File: config.mk
export PLATFORM = sky130hd
export DESIGN_NAME = date_digits_to_epoch_seconds
export DESIGN_NICKNAME = d
export VERILOG_FILES = /design/src/hw/rtl/dde_pkg.sv /design/src/hw/rtl/dde_ctrl.sv /design/src/hw/rtl/dde_dpath.sv /design/src/hw/rtl/date_digits_to_epoch_seconds.sv
export SDC_FILE = /design/constraint.sdc
export NUM_CORES = 1
export LEC_CHECK = 0
export CORE_MARGIN = 3
export CORE_UTILIZATION = 50
export CTS_CLUSTER_SIZE = 25
export DETAILED_ROUTE_END_ITERATION = 8
export DONT_BUFFER_PORTS = 1
export PLACE_DENSITY = 0.75
export SLEW_MARGIN = 10
export SYNTH_ARGS = -nofsm -noshare
export SYNTH_HDL_FRONTEND = slang
export SYNTH_SLANG_ARGS = --single-unit
File: constraint.sdc
create_clock -name clk -period 18.5 [get_ports clk]
set_clock_uncertainty 0.05 [all_clocks]
set_input_delay 0.925 -clock clk [delete_from_list [all_inputs] [get_ports clk]]
set_output_delay 0.925 -clock clk [all_outputs]
set_load 0.02 [all_outputs]
File: src/hw/rtl/dde_pkg.sv
// Shared types, constants and the month table for the date-to-epoch converter.
package dde_pkg;

  localparam int CH_W      = 8;
  localparam int SEC_W     = 34;
  localparam int ZONE_W    = 18;
  localparam int YEAR_W    = 8;
  localparam int DAYS_W    = 17;
  localparam int CFG_IDX_W = 1;

  // Configuration register indexes.
  localparam logic [CFG_IDX_W-1:0] CFG_DEFAULT_YEAR = 1'd0;
  localparam logic [CFG_IDX_W-1:0] CFG_ZONE_OFFSET  = 1'd1;

  // Reset value of the default year and the first year counted (1970 - 1900).
  localparam logic [YEAR_W-1:0] DEF_YEAR_RST = 8'd70;
  localparam logic [YEAR_W-1:0] EPOCH_YY     = 8'd70;

  typedef enum logic [2:0] {
    S_IDLE,
    S_INIT,
    S_YEARS,
    S_MUL1,
    S_MUL2,
    S_LOAD
  } dde_state_t;

  // Commands from the controller to the datapath.
  typedef struct packed {
    logic parse;
    logic init;
    logic year_step;
    logic mul1;
    logic mul2;
    logic load_out;
  } dde_ctl_t;

  // Status from the datapath to the controller.
  typedef struct packed {
    logic years_done;
    logic out_free;
  } dde_sts_t;

  // Days in the months before the given month of a non-leap year.
  function automatic logic [8:0] cum_days(input logic [3:0] month);
    logic [8:0] d;
    d = 9'd0;
    case (month)
      4'd1:    d = 9'd0;
      4'd2:    d = 9'd31;
      4'd3:    d = 9'd59;
      4'd4:    d = 9'd90;
      4'd5:    d = 9'd120;
      4'd6:    d = 9'd151;
      4'd7:    d = 9'd181;
      4'd8:    d = 9'd212;
      4'd9:    d = 9'd243;
      4'd10:   d = 9'd273;
      4'd11:   d = 9'd304;
      4'd12:   d = 9'd334;
      default: d = 9'd0;
    endcase
    return d;
  endfunction

endpackage

File: src/hw/rtl/dde_ctrl.sv
// Controller state machine: sequences character parsing, the year count and the multiplies.
module dde_ctrl (
  input  logic                clk,
  input  logic                rst_n,
  input  logic                in_valid,
  input  logic                in_last,
  output logic                in_ready,
  input  dde_pkg::dde_sts_t   sts,
  output dde_pkg::dde_ctl_t   ctl
);

  dde_pkg::dde_state_t state_r;
  dde_pkg::dde_state_t state_nxt;

  // State register.
  always_ff @(posedge clk) begin
    if (!rst_n) begin
      state_r <= dde_pkg::S_IDLE;
    end else begin
      state_r <= state_nxt;
    end
  end

  // Next state.
  always_comb begin
    state_nxt = state_r;
    unique case (state_r)
      dde_pkg::S_IDLE: begin
        if (in_valid && in_last) begin
          state_nxt = dde_pkg::S_INIT;
        end
      end
      dde_pkg::S_INIT: begin
        state_nxt = dde_pkg::S_YEARS;
      end
      dde_pkg::S_YEARS: begin
        if (sts.years_done) begin
          state_nxt = dde_pkg::S_MUL1;
        end
      end
      dde_pkg::S_MUL1: begin
        state_nxt = dde_pkg::S_MUL2;
      end
      dde_pkg::S_MUL2: begin
        state_nxt = dde_pkg::S_LOAD;
      end
      dde_pkg::S_LOAD: begin
        if (sts.out_free) begin
          state_nxt = dde_pkg::S_IDLE;
        end
      end
      default: state_nxt = dde_pkg::S_IDLE;
    endcase
  end

  // Commands for the datapath.
  always_comb begin
    ctl       = '0;
    in_ready  = 1'b0;
    unique case (state_r)
      dde_pkg::S_IDLE: begin
        in_ready  = 1'b1;
        ctl.parse = in_valid;
      end
      dde_pkg::S_INIT: begin
        ctl.init = 1'b1;
      end
      dde_pkg::S_YEARS: begin
        ctl.year_step = !sts.years_done;
      end
      dde_pkg::S_MUL1: begin
        ctl.mul1 = 1'b1;
      end
      dde_pkg::S_MUL2: begin
        ctl.mul2 = 1'b1;
      end
      dde_pkg::S_LOAD: begin
        ctl.load_out = sts.out_free;
      end
      default: begin
        in_ready = 1'b0;
      end
    endcase
  end

endmodule

File: src/hw/rtl/dde_dpath.sv
// Datapath: character parser, range checks, year accumulator, time multiplies and result register.
module dde_dpath (
  input  logic                              clk,
  input  logic                              rst_n,
  input  logic [dde_pkg::CH_W-1:0]          in_ch,
  input  logic                              cfg_we,
  input  logic [dde_pkg::CFG_IDX_W-1:0]     cfg_index,
  input  logic [dde_pkg::ZONE_W-1:0]        cfg_data,
  input  dde_pkg::dde_ctl_t                 ctl,
  output dde_pkg::dde_sts_t                 sts,
  input  logic                              out_ready,
  output logic                              out_valid,
  output logic signed [dde_pkg::SEC_W-1:0]  out_seconds,
  output logic                              out_bad
);

  localparam int DAYS_W = dde_pkg::DAYS_W;

  // Configuration registers.
  logic [dde_pkg::YEAR_W-1:0] def_year_r;
  logic [dde_pkg::ZONE_W-1:0] zone_r;

  // Parse state.
  logic [3:0] count_r;
  logic [3:0] high_r;
  logic [6:0] mon_r;
  logic [6:0] day_r;
  logic [6:0] hour_r;
  logic [6:0] min_r;
  logic [6:0] year_r;
  logic       nondig_r;

  // Calculation state.
  logic                         bad_r;
  logic [4:0]                   hr_r;
  logic [5:0]                   mn_r;
  logic [dde_pkg::YEAR_W-1:0]   yy_r;
  logic [dde_pkg::YEAR_W-1:0]   yc_r;
  logic [dde_pkg::DAYS_W-1:0]   days_r;
  logic [21:0]                  dh_r;
  logic [27:0]                  dhm_r;

  // Result register.
  logic                         out_valid_r;
  logic [dde_pkg::SEC_W-1:0]    out_sec_r;
  logic                         out_bad_r;

  logic       is_digit;
  logic [3:0] digit;
  logic [6:0] pair;

  logic                       bad_nxt;
  logic                       h24;
  logic [dde_pkg::YEAR_W-1:0] yy_nxt;
  logic                       leap_adj;
  logic [dde_pkg::DAYS_W-1:0] days_nxt;
  logic [dde_pkg::SEC_W-1:0]  sec_nxt;

  // Configuration writes.
  always_ff @(posedge clk) begin
    if (!rst_n) begin
      def_year_r <= dde_pkg::DEF_YEAR_RST;
      zone_r     <= '0;
    end else if (cfg_we) begin
      unique case (cfg_index)
        dde_pkg::CFG_DEFAULT_YEAR: def_year_r <= cfg_data[dde_pkg::YEAR_W-1:0];
        dde_pkg::CFG_ZONE_OFFSET:  zone_r     <= cfg_data;
      endcase
    end
  end

  // Digit decode and pair value.
  assign is_digit = (in_ch >= 8'h30) && (in_ch <= 8'h39);
  assign digit    = is_digit ? in_ch[3:0] : 4'd0;
  assign pair     = 7'({3'd0, high_r} * 7'd10) + {3'd0, digit};

  // Character parser; cleared when the result is loaded.
  always_ff @(posedge clk) begin
    if (!rst_n || ctl.load_out) begin
      count_r  <= '0;
      high_r   <= '0;
      mon_r    <= '0;
      day_r    <= '0;
      hour_r   <= '0;
      min_r    <= '0;
      year_r   <= '0;
      nondig_r <= 1'b0;
    end else if (ctl.parse) begin
      if (!is_digit) begin
        nondig_r <= 1'b1;
      end
      if (count_r < 4'd10) begin
        if (!count_r[0]) begin
          high_r <= digit;
        end else begin
          unique case (count_r[3:1])
            3'd0:    mon_r  <= pair;
            3'd1:    day_r  <= pair;
            3'd2:    hour_r <= pair;
            3'd3:    min_r  <= pair;
            default: year_r <= pair;
          endcase
        end
      end
      if (count_r != 4'd15) begin
        count_r <= count_r + 4'd1;
      end
    end
  end

  // Range checks and the day count within the year.
  always_comb begin
    bad_nxt = nondig_r || (count_r < 4'd8) || (mon_r == 7'd0) || (mon_r > 7'd12) ||
              (day_r == 7'd0) || (day_r > 7'd31) || (min_r > 7'd59) || (hour_r > 7'd24);
    h24      = (hour_r == 7'd24);
    yy_nxt   = (count_r >= 4'd10) ? {1'b0, year_r} : def_year_r;
    leap_adj = (yy_nxt[1:0] == 2'd0) && (mon_r >= 7'd3);
    days_nxt = DAYS_W'(dde_pkg::cum_days(mon_r[3:0])) + DAYS_W'(leap_adj) +
               DAYS_W'(day_r) + DAYS_W'(h24) - DAYS_W'(1);
  end

  // Whole years are counted one per cycle from 1970 up to the target year.
  assign sts.years_done = bad_r || (yc_r >= yy_r);
  assign sts.out_free   = !out_valid_r || out_ready;

  always_ff @(posedge clk) begin
    if (ctl.init) begin
      bad_r  <= bad_nxt;
      hr_r   <= h24 ? 5'd0 : hour_r[4:0];
      mn_r   <= min_r[5:0];
      yy_r   <= yy_nxt;
      yc_r   <= dde_pkg::EPOCH_YY;
      days_r <= days_nxt;
    end else if (ctl.year_step) begin
      yc_r   <= yc_r + 8'd1;
      days_r <= days_r + ((yc_r[1:0] == 2'd0) ? DAYS_W'(366) : DAYS_W'(365));
    end
  end

  // Days to hours, then hours to minutes.
  always_ff @(posedge clk) begin
    if (ctl.mul1) begin
      dh_r <= ({5'd0, days_r} * 22'd24) + {17'd0, hr_r};
    end
    if (ctl.mul2) begin
      dhm_r <= ({6'd0, dh_r} * 28'd60) + {22'd0, mn_r};
    end
  end

  // Minutes to seconds plus the zone offset, wrapped to the output width.
  assign sec_nxt = ({6'd0, dhm_r} * 34'd60) +
                   {{(dde_pkg::SEC_W-dde_pkg::ZONE_W){zone_r[dde_pkg::ZONE_W-1]}}, zone_r};

  // Result register.
  always_ff @(posedge clk) begin
    if (!rst_n) begin
      out_valid_r <= 1'b0;
    end else if (ctl.load_out) begin
      out_valid_r <= 1'b1;
    end else if (out_ready) begin
      out_valid_r <= 1'b0;
    end
  end

  always_ff @(posedge clk) begin
    if (ctl.load_out) begin
      out_sec_r <= bad_r ? '0 : sec_nxt;
      out_bad_r <= bad_r;
    end
  end

  assign out_valid   = out_valid_r;
  assign out_seconds = out_sec_r;
  assign out_bad     = out_bad_r;

  // A loaded result is presented in the next cycle.
  a_load_shows: assert property (@(posedge clk) disable iff (!rst_n)
    ctl.load_out |=> out_valid_r)
    else $error("result not presented after load");

  // A flagged result carries zero seconds.
  a_bad_zero: assert property (@(posedge clk) disable iff (!rst_n)
    (out_valid_r && out_bad_r) |-> (out_sec_r == '0))
    else $error("bad result with nonzero seconds");

  // The parser starts empty after a result is loaded.
  a_parse_clear: assert property (@(posedge clk) disable iff (!rst_n)
    ctl.load_out |=> (count_r == 4'd0) && !nondig_r)
    else $error("parse state not cleared");

  // The year counter never steps past the target year.
  a_year_bound: assert property (@(posedge clk) disable iff (!rst_n)
    ctl.year_step |-> (yc_r < yy_r) && !bad_r)
    else $error("year step beyond target");

endmodule

File: src/hw/rtl/date_digits_to_epoch_seconds.sv
// Top level: converts an mmddhhmm[yy] character stream to epoch seconds with an error flag.
// Characters are taken one per cycle while idle; a character without last gives no result.
// After the last character come an init step, the year count, two multiplies and the load;
// the year accumulator counts the whole years from 1970 to the target year, one per cycle.
// No character is taken until the result is loaded; it waits in an output register.
// Reset (synchronous, active low) clears parse state and sets default year 70, offset 0.
module date_digits_to_epoch_seconds (
  input  logic                                clk,
  input  logic                                rst_n,
  input  logic                                in_valid,
  output logic                                in_ready,
  input  logic [dde_pkg::CH_W-1:0]            in_ch,
  input  logic                                in_last,
  output logic                                out_valid,
  input  logic                                out_ready,
  output logic signed [dde_pkg::SEC_W-1:0]    out_seconds,
  output logic                                out_bad,
  input  logic                                cfg_valid,
  output logic                                cfg_ready,
  input  logic [dde_pkg::CFG_IDX_W-1:0]       cfg_index,
  input  logic [dde_pkg::ZONE_W-1:0]          cfg_data
);

  dde_pkg::dde_ctl_t ctl;
  dde_pkg::dde_sts_t sts;

  // Configuration writes are always taken.
  assign cfg_ready = 1'b1;

  dde_ctrl u_ctrl (
    .clk      (clk),
    .rst_n    (rst_n),
    .in_valid (in_valid),
    .in_last  (in_last),
    .in_ready (in_ready),
    .sts      (sts),
    .ctl      (ctl)
  );

  dde_dpath u_dpath (
    .clk         (clk),
    .rst_n       (rst_n),
    .in_ch       (in_ch),
    .cfg_we      (cfg_valid),
    .cfg_index   (cfg_index),
    .cfg_data    (cfg_data),
    .ctl         (ctl),
    .sts         (sts),
    .out_ready   (out_ready),
    .out_valid   (out_valid),
    .out_seconds (out_seconds),
    .out_bad     (out_bad)
  );

endmodule

Word-level counts from Yosys, hierarchy flattened

Memories as Yosys holds them, arrays and structs flattened. A register that Yosys moved wholly into a read port is not among the register bits.
Index checks and enable logic that the tools add are counted.
W data, S select, Z words.

Muxes and demuxes: 20
Equal/unequal tests: 13
Magnitude comparators: 11
Reductions and logical operators: 36
Multipliers: 4
Bitwise logic cells: 4
$add $sub $neg: 11

Operators by type and width:

| operator                | number |
|---|---|
| $add A34 B34 Y34        | 1 |
| $mux W17                | 2 |
| $mul A28 B4 Y32 const B | 1 |
| $add A28 B6 Y28         | 1 |
| $mul A22 B4 Y26 const B | 1 |
| $add A22 B5 Y22         | 1 |
| $reduce_and A4 Y1       | 5 |
| $mul A17 B2 Y19 const B | 1 |
| $pmux W3 S6             | 1 |
| $add A17 B1 Y17         | 1 |
| $add A17 B17 Y17        | 1 |
| $add A17 B7 Y17         | 1 |
| $sub A17 B1 Y17 const B | 1 |
| $gt A7 B5 Y1 const B    | 2 |
| $logic_not A7 Y1        | 2 |
| $eq A3 B2 Y1 const B    | 4 |
| $mux W4                 | 3 |
| $add A9 B1 Y10          | 1 |
| $logic_or A1 B1 Y1      | 10 |
| $mux W1                 | 9 |
| $mux W3                 | 3 |
| $add A8 B1 Y8 const B   | 1 |
| $ge A8 B6 Y1 const B    | 1 |
| $ge A8 B8 Y1            | 1 |
| other kinds (25)        | 44 |

Memories kept: 1
Bits in read-only memories: 144
Word-level logic and storage cells: 123
Output and inout bits: 38
Register bits after elaboration: 204

Memory list:

| memory           | depth | width | rd ports | clocked after memory_dff | wr ports | line          | RTL |
|---|---|---|---|---|---|---|---|
| (name not given) | 16    | 9     | 1        | 1                        | 0        | dde_pkg.sv:48 | `case (month)` |

Longest topological paths before layout

Depth after elaboration: 9
Gate-level depth with buffers: 24
Gate-level depth less buffers: 23

Hierarchy

Synthesis repeated with hierarchy kept, for this count alone.

Cells, all modules: 1865
Area total of the unflattened synthesis: 17812.1 um2

Modules (own cells, without submodules):

| module                       | cells each | instances | sequential area each (um2) | area each (um2) |
|---|---|---|---|---|
| dde_dpath                    | 1838       | 1         | 5425.2                     | 17591.9 |
| dde_ctrl                     | 25         | 1         | 60.1                       | 209.0 |
| date_digits_to_epoch_seconds | 2          | 1         | 0.0                        | 11.3 |

Least setup slack after synthesis

No wires, ideal clock.

Path type: reg2reg
Start point: register u_dpath.dhm_r[0]
End point: register u_dpath.out_sec_r (netlist bit u_dpath.out_seconds[32]) (data pin)
Library setup time: 260 ps
Data required time: 18190 ps
Arrival: 5648 ps
Stages on the path, launching flop included: 22
Setup slack: 12543 ps
Cell sequence: edfxtp_1 > fa_1 > fa_1 > fa_1 > a21o_1 > a21o_1 > a21oi_1 > o21ai_0 > a21o_1 > a21oi_1 > o21ai_0 > or4_1 > nand3_1 > ha_1 > clkbuf_1 > a21o_1 > a21oi_1 > o31ai_1 > o41ai_2 > o21bai_1 > a2111oi_1 > mux2_2

Cells in the longest elaborated chain, start to end: 2

RTL lines:

| item                   | line             | RTL |
|---|---|---|
| from (decl)            | dde_dpath.sv:41  | `logic [27:0] dhm_r;` |
| from (signal assigned) | dde_dpath.sv:146 | `dhm_r <= ({6'd0, dh_r} * 28'd60) + {22'd0, mn_r};` |
| $mul A28 B4 Y32        | dde_dpath.sv:151 | `assign sec_nxt = ({6'd0, dhm_r} * 34'd60) +` |
| $add A34 B34 Y34       | dde_dpath.sv:151 |  |
| to (signal assigned)   | dde_dpath.sv:167 | `out_sec_r <= bad_r ? '0 : sec_nxt;` |
| to (decl)              | dde_dpath.sv:45  | `logic [dde_pkg::SEC_W-1:0] out_sec_r;` |

Every way passes these cells.
A chain may end at the register's enable or synchronous reset.

Final worst setup path

Same ends and word-level chain as after synthesis.

==> flow_summary.ini <==
[run_status]
outcome = complete, no violations

[die]
die_w_um = 195
core-area_mm2 = 0.0349
start_util = 0.513
die_y_um = 195
dieArea_mm2 = 0.0381
ios = 71
rows = 68

[global_routing]
antenna_found_initial = 0
grt_overflow_total = 0
track_usage = 0.174
grt_pass1_wl_um = 57700
grt_pass1_vias = 12600
grt_max_degree = 48

[route]
viasPerCell = 5.59
wl_met2_um = 16500
drc = 0
first_pass_iters = 5
met1Wirelength_um = 15300
wl_per_cell_um = 14.4
topRoutingLayerUsed = met4
final_antenna_net_count = 0
wirelength_um = 33600
vias = 13000
drt_iter0_markers = 675
route.met3.wl_um = 1020

[clock_network]
clock_path_buffers = 3
clk_root_buffer_cell = clkbuf_16
cts_buffers = 24
cts_resized = 0
cts_tree = built
cts.sinks = 213
ctsHoldBuffers = 0
clock_latency_ns = 0.53
path_clk_slew_ns = 0.06
h-tree-depth = 1
postCtsSetupRepairBufs = 0

[yosys]
ys_seq_area_frac = 0.307
synth.cell_area_mm2 = 0.0179
yosys.cell_types.count = 91
postSynthCellCount = 1879
synthesis.nets = 2192
ys.flop_type = edfxtp_1
synth_edf_count = 122
synth_seq_cells = 213
yosys_warnings = 0
avgSynthCellArea_um2 = 9.51
async_flop_share = 0

[cells_and_area]
fillCellCount = 3028
final_common_cell = ha_1
area_growth_pct = 7.07
final_layout_size_suffix_gt1_frac = 0.0484
multiInputGateArea_mm2 = 0.0115
layout_common_cells = ha_1 (178), inv_1 (174), nor2_1 (158), nand2_1 (144), edfxtp_1 (122)
regArea_mm2 = 0.00549
insertedDiodeCount = 0
nets = 2174

[setup_path]
r2r_end = u_dpath.out_seconds[32]
worstSetupPathType = reg2reg
worstPathArrival_ns = 6.71
rrSetupSlack_ns = 12.01
cp_data_required_time_ns = 18.72
ff2ff_path_depth = 20
cp-startpoint = u_dpath.dhm_r[0]
crit_path_end_kind = register
endpoint = u_dpath.out_seconds[32]
cp_max_fo = 9
r2r_start = u_dpath.dhm_r[0]
critPathLaunchType = register

[timing]
rsz0062_at_grt = false
setup_viol = 0
hold_viol = 0
period_share = 0.351
slew_headroom = 0.216
maxSlewViolCount = 0
worstMarginPinSlew_ns = 1.15
finalSetupTns_ns = 0
max_freq_ghz = 0.154
period_minus_slack_ns = 6.49

[placed_design]
dpl.hpwl_um = 26400
gp_congestion = 0.839
portBuffers = 0

[flow_run]
cap_violations = 0

[min_path]
min_path_type = reg2reg
[cell usage after synthesis (all sizes together) (7+ instances only)]
cell / n / area [um^2]
a2111oi: 9 / 93.8
a211oi: 15 / 113
a21boi: 28 / 210
a21o: 45 / 338
a21oi: 112 / 561
a31oi: 9 / 56.3
and2: 14 / 87.6
and3: 15 / 93.8
clkbuf: 46 / 173
dfxtp: 91 / 1820
edfxtp: 122 / 3660
fa: 102 / 2040
ha: 178 / 2230
inv: 175 / 657
mux2: 10 / 113
mux2i: 26 / 260
nand2: 144 / 541
nand2b: 12 / 75.1
nand3: 45 / 225
nand4: 16 / 100
nor2: 161 / 607
nor2b: 23 / 146
nor3: 45 / 225
nor3b: 8 / 60.1
nor4: 13 / 103
o211ai: 11 / 82.6
o21a: 25 / 188
o21ai: 75 / 375
o21bai: 15 / 113
o31ai: 15 / 118
or3: 18 / 113
or4: 7 / 57.6
xnor2: 79 / 692
xor2: 67 / 587
[worst min-delay path by stage]
stage / slack (ns) / cells past startpoint / endpoint / start
floorplan: 0.35 / 0 / u_dpath.dh_r[0] / u_dpath.hr_r[0]
global placement: 0.36 / 0 / u_dpath.dh_r[2] / u_dpath.hr_r[2]
detailed placement: 0.36 / 0 / u_dpath.dh_r[0] / u_dpath.hr_r[0]
CTS: 0.37 / 0 / u_dpath.dh_r[0] / u_dpath.hr_r[0]
global route: 0.38 / 0 / u_dpath.dh_r[0] / u_dpath.hr_r[0]
finish: 0.37 / 0 / u_dpath.dh_r[0] / u_dpath.hr_r[0]
[critical path, stage by stage (launching register included)]
cell	delay, ns
edfxtp_1	0.45
fa_1	0.60
fa_1	0.47
fa_1	0.44
a21o_1	0.20
a21o_1	0.20
a21oi_1	0.26
o21ai_0	0.17
a21o_1	0.22
a21oi_1	0.22
o21ai_0	0.21
or4_1	0.43
nand3_1	0.10
ha_1	0.33
a21o_1	0.20
a21oi_1	0.16
o31ai_1	0.12
o41ai_2	0.46
o21bai_1	0.10
a2111oi_1	0.46
mux2_2	0.39
[state kept, by name, indices dropped and copies added (netlist names), 7 cells and up, named ones only]
name / count
u_dpath.year_r: 7
u_dpath.mon_r: 7
u_dpath.dh_r: 22
u_dpath.days_r: 17
u_dpath.hour_r: 7
u_dpath.out_seconds: 34
u_dpath.zone_r: 18
u_dpath.dhm_r: 28
u_dpath.day_r: 7
u_dpath.def_year_r: 8
u_dpath.min_r: 7
u_dpath.yc_r: 8
u_dpath.yy_r: 8
[per-layer routing]
metal / GRT usage / up-vias
li1: - / 6600
met1: 0.224 / 6174
met2: 0.311 / 224
met3: 0.0197 / 48
met4: 0.0449 / 0
met5: 0 / -
[through the flow]
step	cell area (um^2)	utilization	hold slack [ns]	instances	setup WS (ns)
after floorplan	17900	-	0.350	1879	12.54
after detailed placement	18300	0.525	0.356	2290	12.07
after global routing	19100	0.549	0.381	2334	11.65
after global placement	18300	0.525	0.356	2290	12.24
final	19100	0.549	0.369	2334	12.01
after CTS	19100	0.549	0.371	2334	12.04
[layout make-up]
cell class              count  share of cell area
inverters                 177              0.0347
clock buffers              39              0.0397
multi-input cells        1438               0.603
clock inverters             5             0.00320
well taps                 455              0.0297
repair buffers              7             0.00275
flip-flops and latches    213               0.287
[cells by family (layout without fill, tap and decap cells)]
logic type               count (synthesis)  count (layout)  synth area share
AO/OA/AOI/OAI                          421             421             0.159
XOR/XNOR                               146             146            0.0715
adder cells (fa/ha/maj)                280             280             0.239
buffers and inverters                  228             228            0.0483
flip-flops                             213             213             0.307
multiplexers                            37              37            0.0221
other                                    1               1          0.000210
AND/OR/NAND/NOR                        553             553             0.153
Power is left out: the tool's default activity adds up to more than one toggle a clock period on the data nets, which glitch-free logic cannot reach.
